### config.mk
export PLATFORM = sky130hd
export DESIGN_NAME = sorted_range_membership_table_flat
export DESIGN_NICKNAME = d
export VERILOG_FILES = /design/src/srmt_pkg.sv /design/src/srmt_if.sv /design/src/srmt_mem.sv /design/src/srmt_ctrl.sv /design/src/sorted_range_membership_table.sv /design/src/flat_wrapper.sv
export SDC_FILE = /design/constraint.sdc
export NUM_CORES = 2
export LEC_CHECK = 0
export ABC_AREA = 0
export BUFFER_PORTS_ARGS = -buffer_cell sky130_fd_sc_hd__buf_2
export CORE_MARGIN = 10
export CORE_UTILIZATION = 41
export DETAILED_ROUTE_END_ITERATION = 16
export PLACE_DENSITY = 0.64
export SYNTH_ARGS = -nofsm -noshare
export SYNTH_HDL_FRONTEND = slang
export SYNTH_SLANG_ARGS = --single-unit
### constraint.sdc
create_clock -name clk -period 6.6 [get_ports clk]
set_clock_uncertainty 0.15 [all_clocks]
set_input_delay 0.66 -clock clk [delete_from_list [all_inputs] [get_ports clk]]
set_output_delay 0.66 -clock clk [all_outputs]
set_load 0.05 [all_outputs]
### src/srmt_pkg.sv
// ----------------------------------------------------------------------------
// srmt_pkg
// Shared types, codes and helpers for the sorted range membership table.
// ----------------------------------------------------------------------------
package srmt_pkg;

  localparam int ID_W    = 32;
  localparam int ENTRY_W = 2 * ID_W;
  localparam int CNT_W   = 5;

  typedef enum logic [1:0] {
    OP_INSERT = 2'd0,
    OP_REMOVE = 2'd1,
    OP_QUERY  = 2'd2,
    OP_NONE   = 2'd3
  } op_t;

  typedef enum logic [1:0] {
    STATUS_OK        = 2'd0,
    STATUS_FULL      = 2'd1,
    STATUS_NOT_FOUND = 2'd2,
    STATUS_INVALID   = 2'd3
  } status_t;

  typedef enum logic [1:0] {
    S_IDLE,
    S_RUN,
    S_FIN,
    S_DONE
  } state_t;

  // Entries are {start, end}; a plain compare gives start-then-end order.
  function automatic logic key_before(logic [ENTRY_W-1:0] a, logic [ENTRY_W-1:0] b);
    return a < b;
  endfunction

endpackage

### src/srmt_if.sv
// ----------------------------------------------------------------------------
// srmt_in_if / srmt_out_if
// Request and result channels, valid/ready handshake.
// ----------------------------------------------------------------------------
interface srmt_in_if import srmt_pkg::*; ();
  logic            valid;
  logic            ready;
  logic [1:0]      op;
  logic [ID_W-1:0] range_start;
  logic [ID_W-1:0] range_end;
  logic [ID_W-1:0] query_id;

  modport source (output valid, op, range_start, range_end, query_id, input ready);
  modport sink   (input valid, op, range_start, range_end, query_id, output ready);
endinterface

interface srmt_out_if import srmt_pkg::*; ();
  logic             valid;
  logic             ready;
  logic             hit;
  logic [1:0]       status;
  logic [CNT_W-1:0] entry_count;

  modport source (output valid, hit, status, entry_count, input ready);
  modport sink   (input valid, hit, status, entry_count, output ready);
endinterface

### src/srmt_mem.sv
// ----------------------------------------------------------------------------
// srmt_mem
// Range store: one write port, one read port, registered read data.
// ----------------------------------------------------------------------------
module srmt_mem import srmt_pkg::*; #(
  parameter int DEPTH = 16,
  parameter int AW    = 4
) (
  input  logic               clk,
  input  logic               rd_en,
  input  logic [AW-1:0]      rd_addr,
  output logic [ENTRY_W-1:0] rd_data,
  input  logic               wr_en,
  input  logic [AW-1:0]      wr_addr,
  input  logic [ENTRY_W-1:0] wr_data
);

  logic [ENTRY_W-1:0] mem [DEPTH];

  always_ff @(posedge clk) begin
    if (wr_en) begin
      mem[wr_addr] <= wr_data;
    end
  end

  always_ff @(posedge clk) begin
    if (rd_en) begin
      rd_data <= mem[rd_addr];
    end
  end

endmodule

### src/srmt_ctrl.sv
// ----------------------------------------------------------------------------
// srmt_ctrl
// Sequencer: scans the range store one entry per cycle, shifts entries for
// insert and remove, evaluates queries, and holds the result register.
// ----------------------------------------------------------------------------
module srmt_ctrl import srmt_pkg::*; #(
  parameter int TABLE_DEPTH = 16,
  parameter int AW          = 4,
  parameter int CW          = 5
) (
  input  logic               clk,
  input  logic               rst_n,
  srmt_in_if.sink            in_ch,
  srmt_out_if.source         out_ch,
  output logic               mem_rd_en,
  output logic [AW-1:0]      mem_rd_addr,
  input  logic [ENTRY_W-1:0] mem_rd_data,
  output logic               mem_wr_en,
  output logic [AW-1:0]      mem_wr_addr,
  output logic [ENTRY_W-1:0] mem_wr_data
);

  state_t             state_r, state_nxt;
  op_t                op_r, op_nxt;
  logic [ENTRY_W-1:0] key_r, key_nxt;
  logic [CW-1:0]      count_r, count_nxt;
  logic [CW-1:0]      ridx_r, ridx_nxt;
  logic               more_r, more_nxt;
  logic               pvalid_r, pvalid_nxt;
  logic [CW-1:0]      pidx_r, pidx_nxt;
  logic               found_r, found_nxt;
  logic               have_prev_r, have_prev_nxt;
  logic [ID_W-1:0]    prev_end_r, prev_end_nxt;
  logic               res_hit_r, res_hit_nxt;
  status_t            res_status_r, res_status_nxt;
  logic               out_valid_r, out_valid_nxt;
  logic               out_hit_r, out_hit_nxt;
  status_t            out_status_r, out_status_nxt;
  logic [CNT_W-1:0]   out_count_r, out_count_nxt;

  logic               accept;
  logic               bad_range;
  op_t                in_op;
  logic [CW-1:0]      count_dec;
  logic [CW-1:0]      up_idx;
  logic [CW-1:0]      dn_idx;
  logic               last;
  logic [ID_W-1:0]    d_start;
  logic [ID_W-1:0]    d_end;
  logic [ID_W-1:0]    qid;
  logic [31:0]        cnt_wide;

  assign in_ch.ready = (state_r == S_IDLE);
  assign accept      = in_ch.valid && in_ch.ready;
  assign in_op       = op_t'(in_ch.op);
  assign bad_range   = (in_ch.range_end < in_ch.range_start) ||
                       (in_ch.range_start == '1) || (in_ch.range_end == '1);
  assign count_dec   = count_r - CW'(1);
  assign up_idx      = pidx_r + CW'(1);
  assign dn_idx      = pidx_r - CW'(1);
  assign last        = (pidx_r == count_dec);
  assign d_start     = mem_rd_data[ENTRY_W-1:ID_W];
  assign d_end       = mem_rd_data[ID_W-1:0];
  assign qid         = key_r[ID_W-1:0];
  assign cnt_wide    = 32'(count_r);

  assign out_ch.valid       = out_valid_r;
  assign out_ch.hit         = out_hit_r;
  assign out_ch.status      = out_status_r;
  assign out_ch.entry_count = out_count_r;

  always_comb begin
    state_nxt      = state_r;
    op_nxt         = op_r;
    key_nxt        = key_r;
    count_nxt      = count_r;
    ridx_nxt       = ridx_r;
    more_nxt       = more_r;
    pvalid_nxt     = 1'b0;
    pidx_nxt       = pidx_r;
    found_nxt      = found_r;
    have_prev_nxt  = have_prev_r;
    prev_end_nxt   = prev_end_r;
    res_hit_nxt    = res_hit_r;
    res_status_nxt = res_status_r;
    out_valid_nxt  = out_valid_r;
    out_hit_nxt    = out_hit_r;
    out_status_nxt = out_status_r;
    out_count_nxt  = out_count_r;
    mem_rd_en      = 1'b0;
    mem_rd_addr    = '0;
    mem_wr_en      = 1'b0;
    mem_wr_addr    = '0;
    mem_wr_data    = key_r;

    if (out_valid_r && out_ch.ready) begin
      out_valid_nxt = 1'b0;
    end

    case (state_r)
      S_IDLE: begin
        if (accept) begin
          op_nxt         = in_op;
          key_nxt        = (in_op == OP_QUERY) ? {in_ch.query_id, in_ch.query_id}
                                               : {in_ch.range_start, in_ch.range_end};
          found_nxt      = 1'b0;
          have_prev_nxt  = 1'b0;
          more_nxt       = 1'b1;
          ridx_nxt       = (in_op == OP_INSERT) ? count_dec : '0;
          res_hit_nxt    = 1'b0;
          res_status_nxt = STATUS_OK;
          state_nxt      = S_DONE;
          case (in_op)
            OP_INSERT: begin
              if (bad_range) begin
                res_status_nxt = STATUS_INVALID;
              end else if (count_r == CW'(TABLE_DEPTH)) begin
                res_status_nxt = STATUS_FULL;
              end else if (count_r == '0) begin
                state_nxt = S_FIN;
              end else begin
                state_nxt = S_RUN;
              end
            end
            OP_REMOVE: begin
              if (count_r == '0) begin
                res_status_nxt = STATUS_NOT_FOUND;
              end else begin
                state_nxt = S_RUN;
              end
            end
            OP_QUERY: begin
              if (count_r != '0) begin
                state_nxt = S_RUN;
              end
            end
            default: begin
              state_nxt = S_DONE;
            end
          endcase
        end
      end

      S_RUN: begin
        // Read issue: insert walks down from the top, the others walk up.
        if (more_r) begin
          mem_rd_en   = 1'b1;
          mem_rd_addr = ridx_r[AW-1:0];
          pvalid_nxt  = 1'b1;
          pidx_nxt    = ridx_r;
          if (op_r == OP_INSERT) begin
            more_nxt = (ridx_r != '0);
            ridx_nxt = ridx_r - CW'(1);
          end else begin
            more_nxt = (ridx_r != count_dec);
            ridx_nxt = ridx_r + CW'(1);
          end
        end

        // Entry pidx_r arrives this cycle.
        if (pvalid_r) begin
          case (op_r)
            OP_INSERT: begin
              mem_wr_en   = 1'b1;
              mem_wr_addr = up_idx[AW-1:0];
              if (key_before(key_r, mem_rd_data)) begin
                mem_wr_data = mem_rd_data;
                if (pidx_r == '0) begin
                  state_nxt = S_FIN;
                end
              end else begin
                mem_wr_data = key_r;
                count_nxt   = count_r + CW'(1);
                state_nxt   = S_DONE;
              end
            end
            OP_REMOVE: begin
              if (found_r) begin
                mem_wr_en   = 1'b1;
                mem_wr_addr = dn_idx[AW-1:0];
                mem_wr_data = mem_rd_data;
              end else if (mem_rd_data == key_r) begin
                found_nxt = 1'b1;
              end
              if (last) begin
                state_nxt = S_DONE;
                if (found_r || (mem_rd_data == key_r)) begin
                  count_nxt = count_dec;
                end else begin
                  res_status_nxt = STATUS_NOT_FOUND;
                end
              end
            end
            OP_QUERY: begin
              if (key_before(mem_rd_data, key_r)) begin
                have_prev_nxt = 1'b1;
                prev_end_nxt  = d_end;
                if (last) begin
                  res_hit_nxt = (d_end >= qid);
                  state_nxt   = S_DONE;
                end
              end else begin
                res_hit_nxt = (d_start == qid) || (have_prev_r && (prev_end_r >= qid));
                state_nxt   = S_DONE;
              end
            end
            default: begin
              state_nxt = S_DONE;
            end
          endcase
          if (state_nxt != S_RUN) begin
            pvalid_nxt = 1'b0;
            more_nxt   = 1'b0;
          end
        end
      end

      S_FIN: begin
        mem_wr_en   = 1'b1;
        mem_wr_addr = '0;
        mem_wr_data = key_r;
        count_nxt   = count_r + CW'(1);
        state_nxt   = S_DONE;
      end

      S_DONE: begin
        if (!out_valid_r || out_ch.ready) begin
          out_valid_nxt  = 1'b1;
          out_hit_nxt    = res_hit_r;
          out_status_nxt = res_status_r;
          out_count_nxt  = cnt_wide[CNT_W-1:0];
          state_nxt      = S_IDLE;
        end
      end

      default: begin
        state_nxt = S_IDLE;
      end
    endcase
  end

  always_ff @(posedge clk) begin
    if (!rst_n) begin
      state_r     <= S_IDLE;
      count_r     <= '0;
      pvalid_r    <= 1'b0;
      more_r      <= 1'b0;
      out_valid_r <= 1'b0;
    end else begin
      state_r     <= state_nxt;
      count_r     <= count_nxt;
      pvalid_r    <= pvalid_nxt;
      more_r      <= more_nxt;
      out_valid_r <= out_valid_nxt;
    end
  end

  always_ff @(posedge clk) begin
    op_r         <= op_nxt;
    key_r        <= key_nxt;
    ridx_r       <= ridx_nxt;
    pidx_r       <= pidx_nxt;
    found_r      <= found_nxt;
    have_prev_r  <= have_prev_nxt;
    prev_end_r   <= prev_end_nxt;
    res_hit_r    <= res_hit_nxt;
    res_status_r <= res_status_nxt;
    out_hit_r    <= out_hit_nxt;
    out_status_r <= out_status_nxt;
    out_count_r  <= out_count_nxt;
  end

endmodule

### src/sorted_range_membership_table.sv
// Sequencing: invalid, full, unused-op and empty-table lookup/remove requests go from
//   acceptance straight to the result state, an insert into an empty table via the final
//   write; scans read one entry per cycle, and an insert at the head also ends with that write.
// Throughput: one request at a time; the next is taken the cycle after its result is
//   registered, while that result waits on the output.
// Reset: synchronous, active low; the table comes up empty, store contents untouched.
// ----------------------------------------------------------------------------
// sorted_range_membership_table
// Sorted multiset of identifier ranges with insert, remove and lookup.
// ----------------------------------------------------------------------------
module sorted_range_membership_table import srmt_pkg::*; #(
  parameter int TABLE_DEPTH = 16
) (
  input  logic       clk,
  input  logic       rst_n,
  srmt_in_if.sink    in_ch,
  srmt_out_if.source out_ch
);

  localparam int AW = (TABLE_DEPTH > 1) ? $clog2(TABLE_DEPTH) : 1;
  localparam int CW = $clog2(TABLE_DEPTH + 1);

  logic               mem_rd_en;
  logic [AW-1:0]      mem_rd_addr;
  logic [ENTRY_W-1:0] mem_rd_data;
  logic               mem_wr_en;
  logic [AW-1:0]      mem_wr_addr;
  logic [ENTRY_W-1:0] mem_wr_data;

  srmt_mem #(
    .DEPTH (TABLE_DEPTH),
    .AW    (AW)
  ) u_mem (
    .clk     (clk),
    .rd_en   (mem_rd_en),
    .rd_addr (mem_rd_addr),
    .rd_data (mem_rd_data),
    .wr_en   (mem_wr_en),
    .wr_addr (mem_wr_addr),
    .wr_data (mem_wr_data)
  );

  srmt_ctrl #(
    .TABLE_DEPTH (TABLE_DEPTH),
    .AW          (AW),
    .CW          (CW)
  ) u_ctrl (
    .clk         (clk),
    .rst_n       (rst_n),
    .in_ch       (in_ch),
    .out_ch      (out_ch),
    .mem_rd_en   (mem_rd_en),
    .mem_rd_addr (mem_rd_addr),
    .mem_rd_data (mem_rd_data),
    .mem_wr_en   (mem_wr_en),
    .mem_wr_addr (mem_wr_addr),
    .mem_wr_data (mem_wr_data)
  );

  // Store is never written in the cycle a request is taken.
  a_no_wr_on_accept: assert property (@(posedge clk) disable iff (!rst_n)
    mem_wr_en |-> !(in_ch.valid && in_ch.ready))
    else $error("store write while accepting a request");

  // Only a successful query can report a hit.
  a_hit_only_ok: assert property (@(posedge clk) disable iff (!rst_n)
    (out_ch.valid && (out_ch.status != STATUS_OK)) |-> !out_ch.hit)
    else $error("hit with error status");

  // A full report carries the full count.
  a_full_count: assert property (@(posedge clk) disable iff (!rst_n)
    (out_ch.valid && (out_ch.status == STATUS_FULL)) |->
      (out_ch.entry_count == CNT_W'(TABLE_DEPTH)))
    else $error("full status with wrong count");

endmodule
### src/flat_wrapper.sv
// flat-port wrapper written by rule: the top's interface ports become plain ports
module sorted_range_membership_table_flat import srmt_pkg::*;
#(
  parameter int TABLE_DEPTH = 16
)
  (clk, rst_n, in_ch_valid, in_ch_op, in_ch_range_start, in_ch_range_end, in_ch_query_id, in_ch_ready, out_ch_valid, out_ch_hit, out_ch_status, out_ch_entry_count, out_ch_ready);
  srmt_in_if in_ch_i ();
  srmt_out_if out_ch_i ();
  input  logic clk;
  input  logic rst_n;
  input wire logic [$bits(in_ch_i.valid)-1:0] in_ch_valid;
  input wire logic [$bits(in_ch_i.op)-1:0] in_ch_op;
  input wire logic [$bits(in_ch_i.range_start)-1:0] in_ch_range_start;
  input wire logic [$bits(in_ch_i.range_end)-1:0] in_ch_range_end;
  input wire logic [$bits(in_ch_i.query_id)-1:0] in_ch_query_id;
  output wire logic [$bits(in_ch_i.ready)-1:0] in_ch_ready;
  output wire logic [$bits(out_ch_i.valid)-1:0] out_ch_valid;
  output wire logic [$bits(out_ch_i.hit)-1:0] out_ch_hit;
  output wire logic [$bits(out_ch_i.status)-1:0] out_ch_status;
  output wire logic [$bits(out_ch_i.entry_count)-1:0] out_ch_entry_count;
  input wire logic [$bits(out_ch_i.ready)-1:0] out_ch_ready;
  assign in_ch_i.valid = in_ch_valid;
  assign in_ch_i.op = in_ch_op;
  assign in_ch_i.range_start = in_ch_range_start;
  assign in_ch_i.range_end = in_ch_range_end;
  assign in_ch_i.query_id = in_ch_query_id;
  assign in_ch_ready = in_ch_i.ready;
  assign out_ch_valid = out_ch_i.valid;
  assign out_ch_hit = out_ch_i.hit;
  assign out_ch_status = out_ch_i.status;
  assign out_ch_entry_count = out_ch_i.entry_count;
  assign out_ch_i.ready = out_ch_ready;
  sorted_range_membership_table #(.TABLE_DEPTH(TABLE_DEPTH)) u_core (.clk(clk), .rst_n(rst_n), .in_ch(in_ch_i), .out_ch(out_ch_i));
endmodule
==> metrics.md <==
| Metric | Value |
|---|---|
| Most frequent cells in the layout | edfxtp_1, nand2_1, mux2i_1 |
| Share of layout cells above drive strength 1 | 0.136 |
| Mapped Area | ~53000 sq um |
| Setup TNS | 0 ps |
| Pint | 14.6 mW |
| Worst vdd ir | 0.350 mV |
| Cell mode on critical path | nand2_1 |
| Port Buffer Count | ~110 |
| First-pass GRT wire length | between 200 and 250 mm |
| Slowest CP cell | nor2_4 |
| Final Max Slew Viols | 0 |
| Top cell type by total area after synthesis | edfxtp_1 |
| Multi-input logic area | 14800 sq um |
| Layout fillers | 10800 |
| Hold_sp | in_ch_op[0] |
| Fin nets | 3773 |
| Hold-fix buffers at CTS | 0 |
| Clock power share | 0.323 |
| XOR/XNOR share of the synthesized area | 0.00851 |
| Switching Share | 0.290 |
| DRC viols | 0 |
| Worst skew pair latency | between 700 and 800 ps |
| Final hold vios | 0 |
| Worst setup path class | flip-flop to flip-flop |
| Placed cell count | 5067 |
| Largest family of logic cells by synthesized area | multiplexers |
| Ys Warns | 0 |
| Post-synthesis compound-gate area fraction | 0.0832 |
| Final core utilization | 0.463 |
| Gr ovfl total | 0 |
| Hold Path End | u_core.u_ctrl.op_r[0]$_DFFE_PP_ |
| Row Count | 131 |
| Post_cts resized | 0 |
| LEAKAGE | 20.0 nW |
| Area share of fa/ha/maj cells after synthesis | 0.0345 |
| Remaining antenna violation count after routing | 0 |
| Sequential area share after synthesis | 0.695 |
| DR iter-0 viols | 3487 |
| Area contributors post-synth | edfxtp_1, mux2i_1, ha_1 |
| Post-Place Worst Slack | 1740 ps |
| Endpoint type of the worst setup path | flip-flop |
| Tcrit/Tclk final | 0.753 |
| Min Hold Slack | 92.0 ps |
| Cells after Synth | 3416 |
| Combinational share of power | 0.204 |
| HPWL after detailed placement | 83.4 mm |
| Top_reg_cell synth | edfxtp_1 |
| Io pins | approximately 110 |
| Simple-gate share of the synthesized area | 0.0584 |
| Syn avg cell area | 15.4 sq um |
| Via count | approximately 31000 |
| Post-synth EDFFs | 1209 |
| Die Span Y | between 300 and 400 um |
| Arr. time, crit path | 5200 ps |
| Die area | 143000 sq um |
| Crit-path cells | inv_1 > ha_1 > nand2_1 > nor2_2 > o21ai_0 > nor2_1 > a21oi_1 > nor2b_1 > nand2_1 > nor2_4 > buf_4 |
| GP Congestion | between 0.8 and 0.9 |
| CTS root buffer | clkbuf_16 |
| Longest Clk Path Bufs | 3 |
| Number of synthesized register bits | around 1200 |
| Slew headroom | 0.117 |
| FF-to-FF Start | u_core.u_ctrl.state_r[1]$_SDFFE_PN0P_ |
| CTS clock-pin slew for the worst setup and hold paths | 70 ps |
| FMAX | about 0.20 GHz |
| RSZ-0062 raised after global routing | false |
| Initial antenna violation count | 4 |
| Commonest non-fill, non-tap cell in the layout | edfxtp_1 |
| Pin count of the biggest net entering global routing | 133 |
| P per Cell Area | 347 nW/um^2 |
| Sink Count | 1219 |
| Crit path max fanout | 26 |
| Status | finished, final reports clean |
| Distinct cells, synth | around 70 |
| CTS buffer count | 120 |
| Starting Density | 0.412 |
| Buffers & Inverters on Critical Path | 2 |
| Final setup violation count | 0 |
| HP Class | input port to flip-flop |
| Req. time, crit path | 6830 ps |
| # Max-Cap Violations | 0 |
| Placed cell areas | 55200 sq um |
| R2r endpoint | u_core.u_mem.mem[12][43]$_DFFE_PP_ |
| Pwr Total | 20.5 mW |
| Core area | 127000 sq um |
| Non-filler instance count after layout | around 5300 |
| Post-Route WL | 143 mm |
| Drt wl/cell | 27.0 um |
| Startpoint types | flip-flop |
| PnR worst setup slack | 1630 ps |
| Die width | 378 um |
| Hold path depth | 1 |
| Post-CTS Setup Inserts | 0 |
| Drt first pass iters | 6 |
| Synth async-reset ratio | 0 |
| Vias per cell | 5.78 |
| Final instance area | 59000 sq um |
| CTS tree | yes |
| R2R setup slack | ~1600 ps |
| Post-synthesis mux area share | 0.0943 |
| Register area | 36500 sq um |
| Area growth, synth to finish | 12.4% |
| Vias in the first global route | 29800 |
| CP delay by family, top | simple AND/OR/NAND/NOR gates |
| Switching Power | 5.95 mW |
| Top-area cell type share of the netlist area | 0.691 |
| Syn nets | 3662 |
| Slowest stage delay, CP | 1070 ps |
| GRT Total Usage | 0.195 |
| H-tree Lvls | 3 |
| Worst-Margin Slew | 1320 ps |
| Reg power frac | 0.474 |
| Worst reg-to-reg path cell count | 11 |
| ANT cells | 0 |
| Minimum clock period | 4970 ps |
==> how the worst max path moves through the flow <==
stage | cells after the start | from | slack (ps) | endpoint
2_1_floorplan | 11 | u_core.u_ctrl.state_r[1]$_SDFFE_PN0P_ | 880 | u_core.u_mem.rd_data[55]$_DFFE_PP_
3_3_place_gp | 11 | u_core.u_ctrl.state_r[1]$_SDFFE_PN0P_ | 1850 | u_core.u_mem.mem[12][40]$_DFFE_PP_
3_5_place_dp | 6 | u_core.u_ctrl.found_r$_SDFFCE_PN0P_ | 1740 | u_core.u_mem.mem[12][40]$_DFFE_PP_
4_1_cts | 6 | u_core.u_ctrl.found_r$_SDFFCE_PN0P_ | 1730 | u_core.u_mem.mem[12][39]$_DFFE_PP_
5_1_grt | 11 | u_core.u_ctrl.state_r[1]$_SDFFE_PN0P_ | 1450 | u_core.u_mem.mem[12][39]$_DFFE_PP_
6_report | 11 | u_core.u_ctrl.state_r[1]$_SDFFE_PN0P_ | 1630 | u_core.u_mem.mem[12][43]$_DFFE_PP_
==> synth_stat cells, types with 44 or more instances <==
master       n
a211oi_1   199
a21oi_1    119
a311oi_1    65
a31oi_1     68
and2_1     131
clkbuf_1   149
edfxtp_1  1209
ha_1       143
inv_1      149
mux2_4      50
mux2i_1    272
mux4_2      64
nand2_1    327
nand4_1     45
nor2_1      44
o21ai_0    100
xnor2_1     44
==> area by class of cell <==
class / instances / share of cell area
Inverter: 150 / 0.00962
Clock inverter: 81 / 0.0115
Tap cell: 1662 / 0.0352
Timing Repair Buffer: 173 / 0.0211
Sequential cell: 1219 / 0.618
Multi-Input combinational cell: 1863 / 0.251
Clock buffer: 144 / 0.0528
==> registers in the layout, summed over array words and instances (netlist names), 2 cells and up <==
name and flops:
u_core.u_mem.mem 1024, u_core.u_ctrl.op_r 2, u_core.u_mem.rd_data 64, u_core.u_ctrl.res_status_r 2, u_core.u_ctrl.key_r 64, u_core.u_ctrl.count_r 5
u_core.u_ctrl.state_r 2, u_core.u_ctrl.pidx_r 5, u_core.u_ctrl.out_ch.entry_count 5, u_core.u_ctrl.out_ch.status 2, u_core.u_ctrl.prev_end_r 32, u_core.u_ctrl.ridx_r 5
==> power groups by stage <==
stage               logic, mW  registers [mW]  clock network, mW
CTS                      4.15            9.70               6.69
global placement         4.09            9.86                  0
detailed placement       4.13            9.86                  0
global route             4.50            9.73               7.00
finish                   4.18            9.71               6.61
floorplan                2.86            9.67                  0
==> cells by family (layout without fill, tap and decap cells) <==
| family | count (synthesis) | count (layout) |
|---|---|---|
| buf+inv | 334 | 548 |
| simple gates | 634 | 634 |
| xor+xnor | 51 | 51 |
| flops | 1219 | 1219 |
| mux | 389 | 389 |
| compound gates | 645 | 645 |
| fa+ha+maj | 144 | 144 |
==> routing by layer <==
| metal | up-vias | GRT usage | wire length [um] |
|---|---|---|---|
| li1 | 13500 | - | - |
| met1 | 15500 | 0.279 | 62400 |
| met2 | 1338 | 0.300 | 64000 |
| met3 | 231 | 0.0416 | 12700 |
| met4 | 0 | 0.0572 | 3930 |
| met5 | - | 0 | 0 |
Note: power is estimated with default switching activity, not from simulation.
